$ cat src/hw/rtl/cpp_pkg.sv
// ----------------------------------------------------------------------------
// cpp_pkg: camera point projection package
// Shared widths, codes, payload types and latency constants.
// ----------------------------------------------------------------------------
package cpp_pkg;

    // Camera table geometry
    localparam int NUM_CAMERAS = 256;
    localparam int CAM_AW      = (NUM_CAMERAS > 1) ? $clog2(NUM_CAMERAS) : 1;
    localparam int NUM_ROWS    = 3;
    localparam int NUM_COLS    = 4;
    localparam int NUM_COEF    = NUM_ROWS * NUM_COLS;

    // Field widths
    localparam int COEF_W  = 48;
    localparam int PT_W    = 32;
    localparam int FRAC_W  = 16;
    localparam int SIZE_W  = 16;
    localparam int IMG_W   = 32;
    localparam int STAT_W  = 2;

    // Datapath widths
    localparam int LO_W      = 24;                       // low coefficient slice
    localparam int PP_LO_W   = LO_W + 1 + PT_W;
    localparam int PP_HI_W   = COEF_W - LO_W + PT_W;
    localparam int PROD_W    = COEF_W + PT_W;
    localparam int SUM_W     = PROD_W + 2;
    localparam int MAG_W     = PROD_W;                   // |row sum| < 2^80
    localparam int MAG_HALF  = MAG_W / 2;
    localparam int DP_W      = MAG_HALF + SIZE_W;
    localparam int DEN_W     = MAG_W + SIZE_W;
    localparam int QFRAC     = 30;
    localparam int NUM_W     = MAG_W + QFRAC;
    localparam int QB        = IMG_W + 1;                // quotient bits kept
    localparam int CMP_W     = DEN_W + QB;

    // Latencies
    localparam int PRE_LAT = 7;                          // product to divisor
    localparam int DIV_LAT = QB + 2;
    localparam int BK_LAT  = PRE_LAT + DIV_LAT;

    // Queue between front and back (depth is a power of two)
    localparam int FIFO_DEPTH = 4;
    localparam int FIFO_AW    = $clog2(FIFO_DEPTH);
    localparam int FIFO_CW    = $clog2(FIFO_DEPTH + 1);

    // Commands
    localparam logic CMD_LOAD    = 1'b0;
    localparam logic CMD_PROJECT = 1'b1;

    // Status codes
    localparam logic [STAT_W-1:0] ST_OK   = 2'd0;
    localparam logic [STAT_W-1:0] ST_ZERO = 2'd1;
    localparam logic [STAT_W-1:0] ST_SAT  = 2'd2;

    // Configuration registers
    localparam int CFG_IDX_W = 1;
    localparam logic [CFG_IDX_W-1:0] CFG_IMAGE_WIDTH  = 1'b0;
    localparam logic [CFG_IDX_W-1:0] CFG_IMAGE_HEIGHT = 1'b1;
    localparam logic [SIZE_W-1:0] IMAGE_WIDTH_RST  = 16'd3648;
    localparam logic [SIZE_W-1:0] IMAGE_HEIGHT_RST = 16'd2736;

    // Saturation limits
    localparam logic [IMG_W-1:0] Q_MAX = 32'h7FFF_FFFF;
    localparam logic [IMG_W-1:0] Q_MIN = 32'h8000_0000;

    typedef struct packed {
        logic                     cmd;
        logic [7:0]               cam_index;
        logic [3:0]               coef_index;
        logic signed [COEF_W-1:0] coef_value;
        logic signed [PT_W-1:0]   point_x;
        logic signed [PT_W-1:0]   point_y;
        logic signed [PT_W-1:0]   point_z;
    } item_t;

    typedef struct packed {
        logic signed [IMG_W-1:0] image_x;
        logic signed [IMG_W-1:0] image_y;
        logic [STAT_W-1:0]       status;
    } result_t;

    // Project transaction with its camera matrix fetched
    typedef struct packed {
        logic [NUM_COEF-1:0][COEF_W-1:0] coef;
        logic signed [PT_W-1:0]          point_x;
        logic signed [PT_W-1:0]          point_y;
        logic signed [PT_W-1:0]          point_z;
    } proj_t;

endpackage

$ cat src/hw/rtl/cpp_fifo.sv
// ----------------------------------------------------------------------------
// cpp_fifo: project queue
// Short first-word-fall-through queue between the front and the back end.
// ----------------------------------------------------------------------------
module cpp_fifo
    import cpp_pkg::*;
(
    input  logic               clk,
    input  logic               rst_n,
    input  logic               push,
    input  proj_t              din,
    input  logic               pop,
    output proj_t              dout,
    output logic               empty,
    output logic [FIFO_CW-1:0] count
);

    proj_t               mem_reg [FIFO_DEPTH];
    logic [FIFO_AW-1:0]  wr_ptr_reg;
    logic [FIFO_AW-1:0]  rd_ptr_reg;
    logic [FIFO_CW-1:0]  count_reg;
    logic [FIFO_CW-1:0]  count_next;

    // Storage
    always_ff @(posedge clk)
    begin
        if (push)
        begin
            mem_reg[wr_ptr_reg] <= din;
        end
    end

    always_comb
    begin
        count_next = count_reg;
        if (push && !pop)
        begin
            count_next = count_reg + FIFO_CW'(1);
        end
        else if (pop && !push)
        begin
            count_next = count_reg - FIFO_CW'(1);
        end
    end

    // Pointers and fill level
    always_ff @(posedge clk or negedge rst_n)
    begin
        if (!rst_n)
        begin
            wr_ptr_reg <= '0;
            rd_ptr_reg <= '0;
            count_reg  <= '0;
        end
        else
        begin
            if (push)
            begin
                wr_ptr_reg <= wr_ptr_reg + FIFO_AW'(1);
            end
            if (pop)
            begin
                rd_ptr_reg <= rd_ptr_reg + FIFO_AW'(1);
            end
            count_reg <= count_next;
        end
    end

    assign dout  = mem_reg[rd_ptr_reg];
    assign empty = (count_reg == '0);
    assign count = count_reg;

endmodule

$ cat config.mk
export PLATFORM = sky130hd
export DESIGN_NAME = cpp_fifo
export DESIGN_NICKNAME = d
export VERILOG_FILES = /design/src/hw/rtl/cpp_pkg.sv /design/src/hw/rtl/cpp_fifo.sv
export SDC_FILE = /design/constraint.sdc
export NUM_CORES = 2
export LEC_CHECK = 0
export BUFFER_PORTS_ARGS = -buffer_cell sky130_fd_sc_hd__buf_2
export CAP_MARGIN = 20
export CORE_AREA = 4 4 531 533
export DETAILED_ROUTE_END_ITERATION = 12
export DIE_AREA = 0 0 535 537
export RECOVER_POWER = 25
export SYNTH_ARGS = -nofsm -noshare
export SYNTH_HDL_FRONTEND = slang
export SYNTH_SLANG_ARGS = --single-unit
$ cat constraint.sdc
create_clock -name clk -period 35.5 [get_ports clk]
set_input_delay 5.325 -clock clk [delete_from_list [all_inputs] [get_ports clk]]
set_output_delay 5.325 -clock clk [all_outputs]
set_load 0.02 [all_outputs]
# --- Word level (Yosys, flattened, before mapping) ---
# Memory sizes are Yosys's and may differ from the RTL's.
# Index checks and enable logic that the tools add are counted.
op_classes:
  mux: 4
  n_reduce_logical: 6
  n_addsub: 4
op_table:
  columns: ["operator", "n"]
  rows:
  - ["3-bit two-way mux", 2]
  - ["2-bit by 1-bit adder with 2-bit output (second input constant)", 2]
  - ["3-bit by 1-bit adder with 3-bit output (second input constant)", 1]
  - ["3-bit logical NOT", 1]
  - ["3-bit by 1-bit subtractor with 3-bit output (second input constant)", 1]
  - ["1-bit logical AND", 2]
  - ["1-bit logical NOT", 2]
  - ["1-bit two-way mux", 2]
  - ["2-bit nonzero test", 1]
word_totals:
  ram_bits: 2688
  elab_cells: 18
  inputBits: 676
  mem_count: 1
  output_inout_bits: 676
  ff_bits: 7
memory_table:
  columns: ["memory", "words", "word_bits", "read_ports", "rd_clocked_by_memory_dff", "wr", "line", "rtl"]
  rows:
  - ["mem_reg", 4, 672, 1, 0, 1, "cpp_fifo.sv:18", "proj_t mem_reg [FIFO_DEPTH];"]

# --- Logic depth before layout (Yosys ltp) ---
logic_depth:
  word_depth: 4
  depth_mapped: 7
  mapped_depth_nobuf: 7

# --- Worst setup path after synthesis ---
# Ideal clock, no wire load.
synth_timing:
  kind: "input-to-reg"
  start: "input port push"
  end: "memory mem_reg[2][0] (netlist bit) (enable)"
  cell_stages: 1
  required_ns: 34.376
  setup_ns: 1.124
  n_path_buf: 0
  path_slack_ns: 13.993
  arrival_ns: 20.382
  cell_sequence: "and2_1"
synth_via:
  elab_chain_cells: 2
synth_lines:
  columns: ["element", "line", "rtl"]
  rows:
  - ["from (decl)", "cpp_fifo.sv:10", "input logic push,"]
  - ["1-bit two-way mux", "cpp_fifo.sv:27", "if (push)"]
  - ["1-bit two-way mux (not written as such)", "cpp_fifo.sv:29", "mem_reg[wr_ptr_reg] <= din;"]
  - ["to (decl)", "cpp_fifo.sv:18", null]
# No other way between the ends.

==> impl_metrics.env <==
export IMPL_crit_path_start="rd_ptr_reg[1]"
export IMPL_tns_ns=0
export IMPL_synthCells=3543
export IMPL_wirelength_met1_um=92200
export IMPL_final_cell_mix="2688 x edfxtp_1, 936 x buf_2, 672 x mux4_2"
export IMPL_fill_cells=23900
export IMPL_ff2ff_path_depth=7
export IMPL_final_antenna_net_count=0
export IMPL_row_count=193
export IMPL_clk_pin_slew_ns=0.05
export IMPL_endpoint_kind="output pin"
export IMPL_grt_pass1_wl_um=350000
export IMPL_syn_area_per_cell_um2=27.7
export IMPL_synth_nets=4225
export IMPL_cts_path_max_buffers=4
export IMPL_p_leak_nw=38.1
export IMPL_grt_antenna_before_repair=143
export IMPL_dr_first_iter_drc_count=4221
export IMPL_max_freq_ghz=0.0825
export IMPL_wl_met3_um=30100
export IMPL_power_density_mw_per_mm2=89.8
export IMPL_fin_crit_ns=12.12
export IMPL_yosysWarnings=0
export IMPL_yosysSeqAreaShare=0.825
export IMPL_clockRootBuffer="clkbuf_16"
export IMPL_io_pins=1352
export IMPL_slew_viol_final=0
export IMPL_gr_total_overflow=0
export IMPL_synth_area_mm2=0.0980
export IMPL_cts_tree="done"
export IMPL_clk_latency_ns=0.83
export IMPL_ys_ff_latch=2695
export IMPL_worstMarginPinSlew_ns=1.17
export IMPL_die_height_um=537
export IMPL_io_buffers=1351
export IMPL_die_area_mm2=0.287
export IMPL_cts_hold_buf=0
export IMPL_hp_class="flop to flop"
export IMPL_layout_nets=5784
export IMPL_maxSlewHeadroom=0.223
export IMPL_htreeDepth=5
export IMPL_maxCapViolCount=0
export IMPL_dr_wl_met2_um=118000
export IMPL_largest_register_ffs=2688
export IMPL_hold_start="count[2]"
export IMPL_finalCritPeriodShare=0.341
export IMPL_rsz0062_at_grt="false"
export IMPL_grt_pass1_vias=46700
export IMPL_cp_start_kind="flop"
export IMPL_rrSetupSlack_ns=30.44
export IMPL_postCtsSetupRepairBufs=0
export IMPL_numCtsBuffers=289
export IMPL_grt_max_degree=144
export IMPL_vdd_ir_drop_max_mv=0.0681
export IMPL_vias=45100
export IMPL_die_w_um=535
export IMPL_crit_fanout=66
export IMPL_top_layer_used="met5"
export IMPL_hpwl_um=167000
export IMPL_hold_depth=1
export IMPL_worstPathArrival_ns=6.79
export IMPL_syn2layout_area_growth_pct=19.2
export IMPL_finalSetupViolations=0
export IMPL_vias_per_cell=4.97
export IMPL_r2r_end="mem_reg[1][393]"
export IMPL_final_common_cell="edfxtp_1"
export IMPL_cts_repair_resized=0
export IMPL_track_usage=0.167
export IMPL_dp_cells=8516
export IMPL_critical_path_class="flop to output pin"
export IMPL_status="finished, final reports clean"
export IMPL_fin_skew_ns=0.0513
export IMPL_drive_gt1_frac=0.389
export IMPL_timing_rr_start="wr_ptr_reg[1]"
export IMPL_ys_types=19
export IMPL_design_core_area_mm2=0.276
export IMPL_routedWlPerCell_um=27.3
export IMPL_required_ns=30.17
export IMPL_wirelength_um=248000
export IMPL_route_detailed_drc=0
export IMPL_finalHoldViolCount=0
export IMPL_cts_sinks=2695
export IMPL_initial_core_util=0.355
export IMPL_gp_congestion=0.806
export IMPL_fin_cells=9080
export IMPL_dr_pass1_iters=6
export IMPL_worst_hold_path_endpoint="count[2]"
[cells in the mapped netlist]
library cell  count  area share
buf_2            69      0.0035
buf_6             8     0.00092
mux4_2          672        0.15
ha_1              5     0.00064
nand2_1           2    0.000077
inv_1             4     0.00015
buf_4             1    0.000077
xnor2_1           2     0.00018
nor3_1            1    0.000051
and2_1            4     0.00026
edfxtp_1       2688        0.82
dfrtp_1           7      0.0018
fa_1              1     0.00020
o21ai_0           1    0.000051
nor2_1            1    0.000038
xor2_1            4     0.00036
mux2_2            1     0.00011
buf_12           66       0.013
clkbuf_1          6     0.00023
[power by group]
group | switching, W | leakage (nW) | internal [W]
logic | 0.00215 | 8.93 | 0.00119
registers | 0.000125 | 24.8 | 0.00416
clock network | 0.00120 | 4.42 | 0.00166
[metal layers]
| metal | vias to the layer above | global-route usage |
|---|---|---|
| met5 | - | 0 |
| met1 | 23700 | 0.208 |
| met2 | 1952 | 0.265 |
| met4 | 136 | 0.0502 |
| met3 | 559 | 0.0746 |
| li1 | 18700 | - |
[worst max-delay path, stage by stage (launching register included)]
cell and delay, ns:
dfrtp_4 0.73, buf_4 0.76, buf_4 0.80, buf_4 0.84, buf_4 0.95, buf_4 0.86
mux4_2 0.45, buf_2 0.19
[how the worst max path moves through the flow]
stage | endpoint | slack (ns) | cells past startpoint
after global routing | dout[429] | 22.89 | 7
after global placement | dout[397] | 24.14 | 7
after CTS | dout[397] | 23.25 | 7
after detailed placement | dout[397] | 24.21 | 7
after floorplan | mem_reg[2][0] | 13.99 | 1
final | dout[397] | 23.38 | 7
[metrics by stage]
| step | cell area, µm² | worst slack [ns] | utilization | hold WS, ns | total power [W] |
|---|---|---|---|---|---|
| after detailed placement | 108000 | 24.21 | 0.391 | 0.500 | 0.00779 |
| final | 117000 | 23.38 | 0.423 | 0.501 | 0.0105 |
| after floorplan | 98000 | 13.99 | - | 0.491 | 0.00709 |
| after global placement | 108000 | 24.14 | 0.391 | 0.488 | 0.00777 |
| after global routing | 117000 | 22.89 | 0.422 | 0.536 | 0.0110 |
| after CTS | 117000 | 23.25 | 0.424 | 0.509 | 0.0107 |
[cell families after synthesis]
| logic type | count (synthesis) | synth area share |
|---|---|---|
| compound gates | 1 | 0.0000510 |
| buf+inv | 154 | 0.0184 |
| flops | 2695 | 0.825 |
| simple gates | 8 | 0.000421 |
| fa+ha+maj | 6 | 0.000842 |
| xor+xnor | 6 | 0.000536 |
| mux | 673 | 0.155 |
[layout make-up]
class                      instances  area [µm²]  share of cell area
clock inverter                   149        1400              0.0120
sequential                      2695       80900               0.692
timing repair buffer            1418        6830              0.0585
antenna                           47         118             0.00101
tap                             3705        4640              0.0397
clock buffer                     368        7630              0.0653
multi-input combinational        694       15300               0.131
inverter                           4        15.0            0.000128
Power figures use the tool's default switching activity.
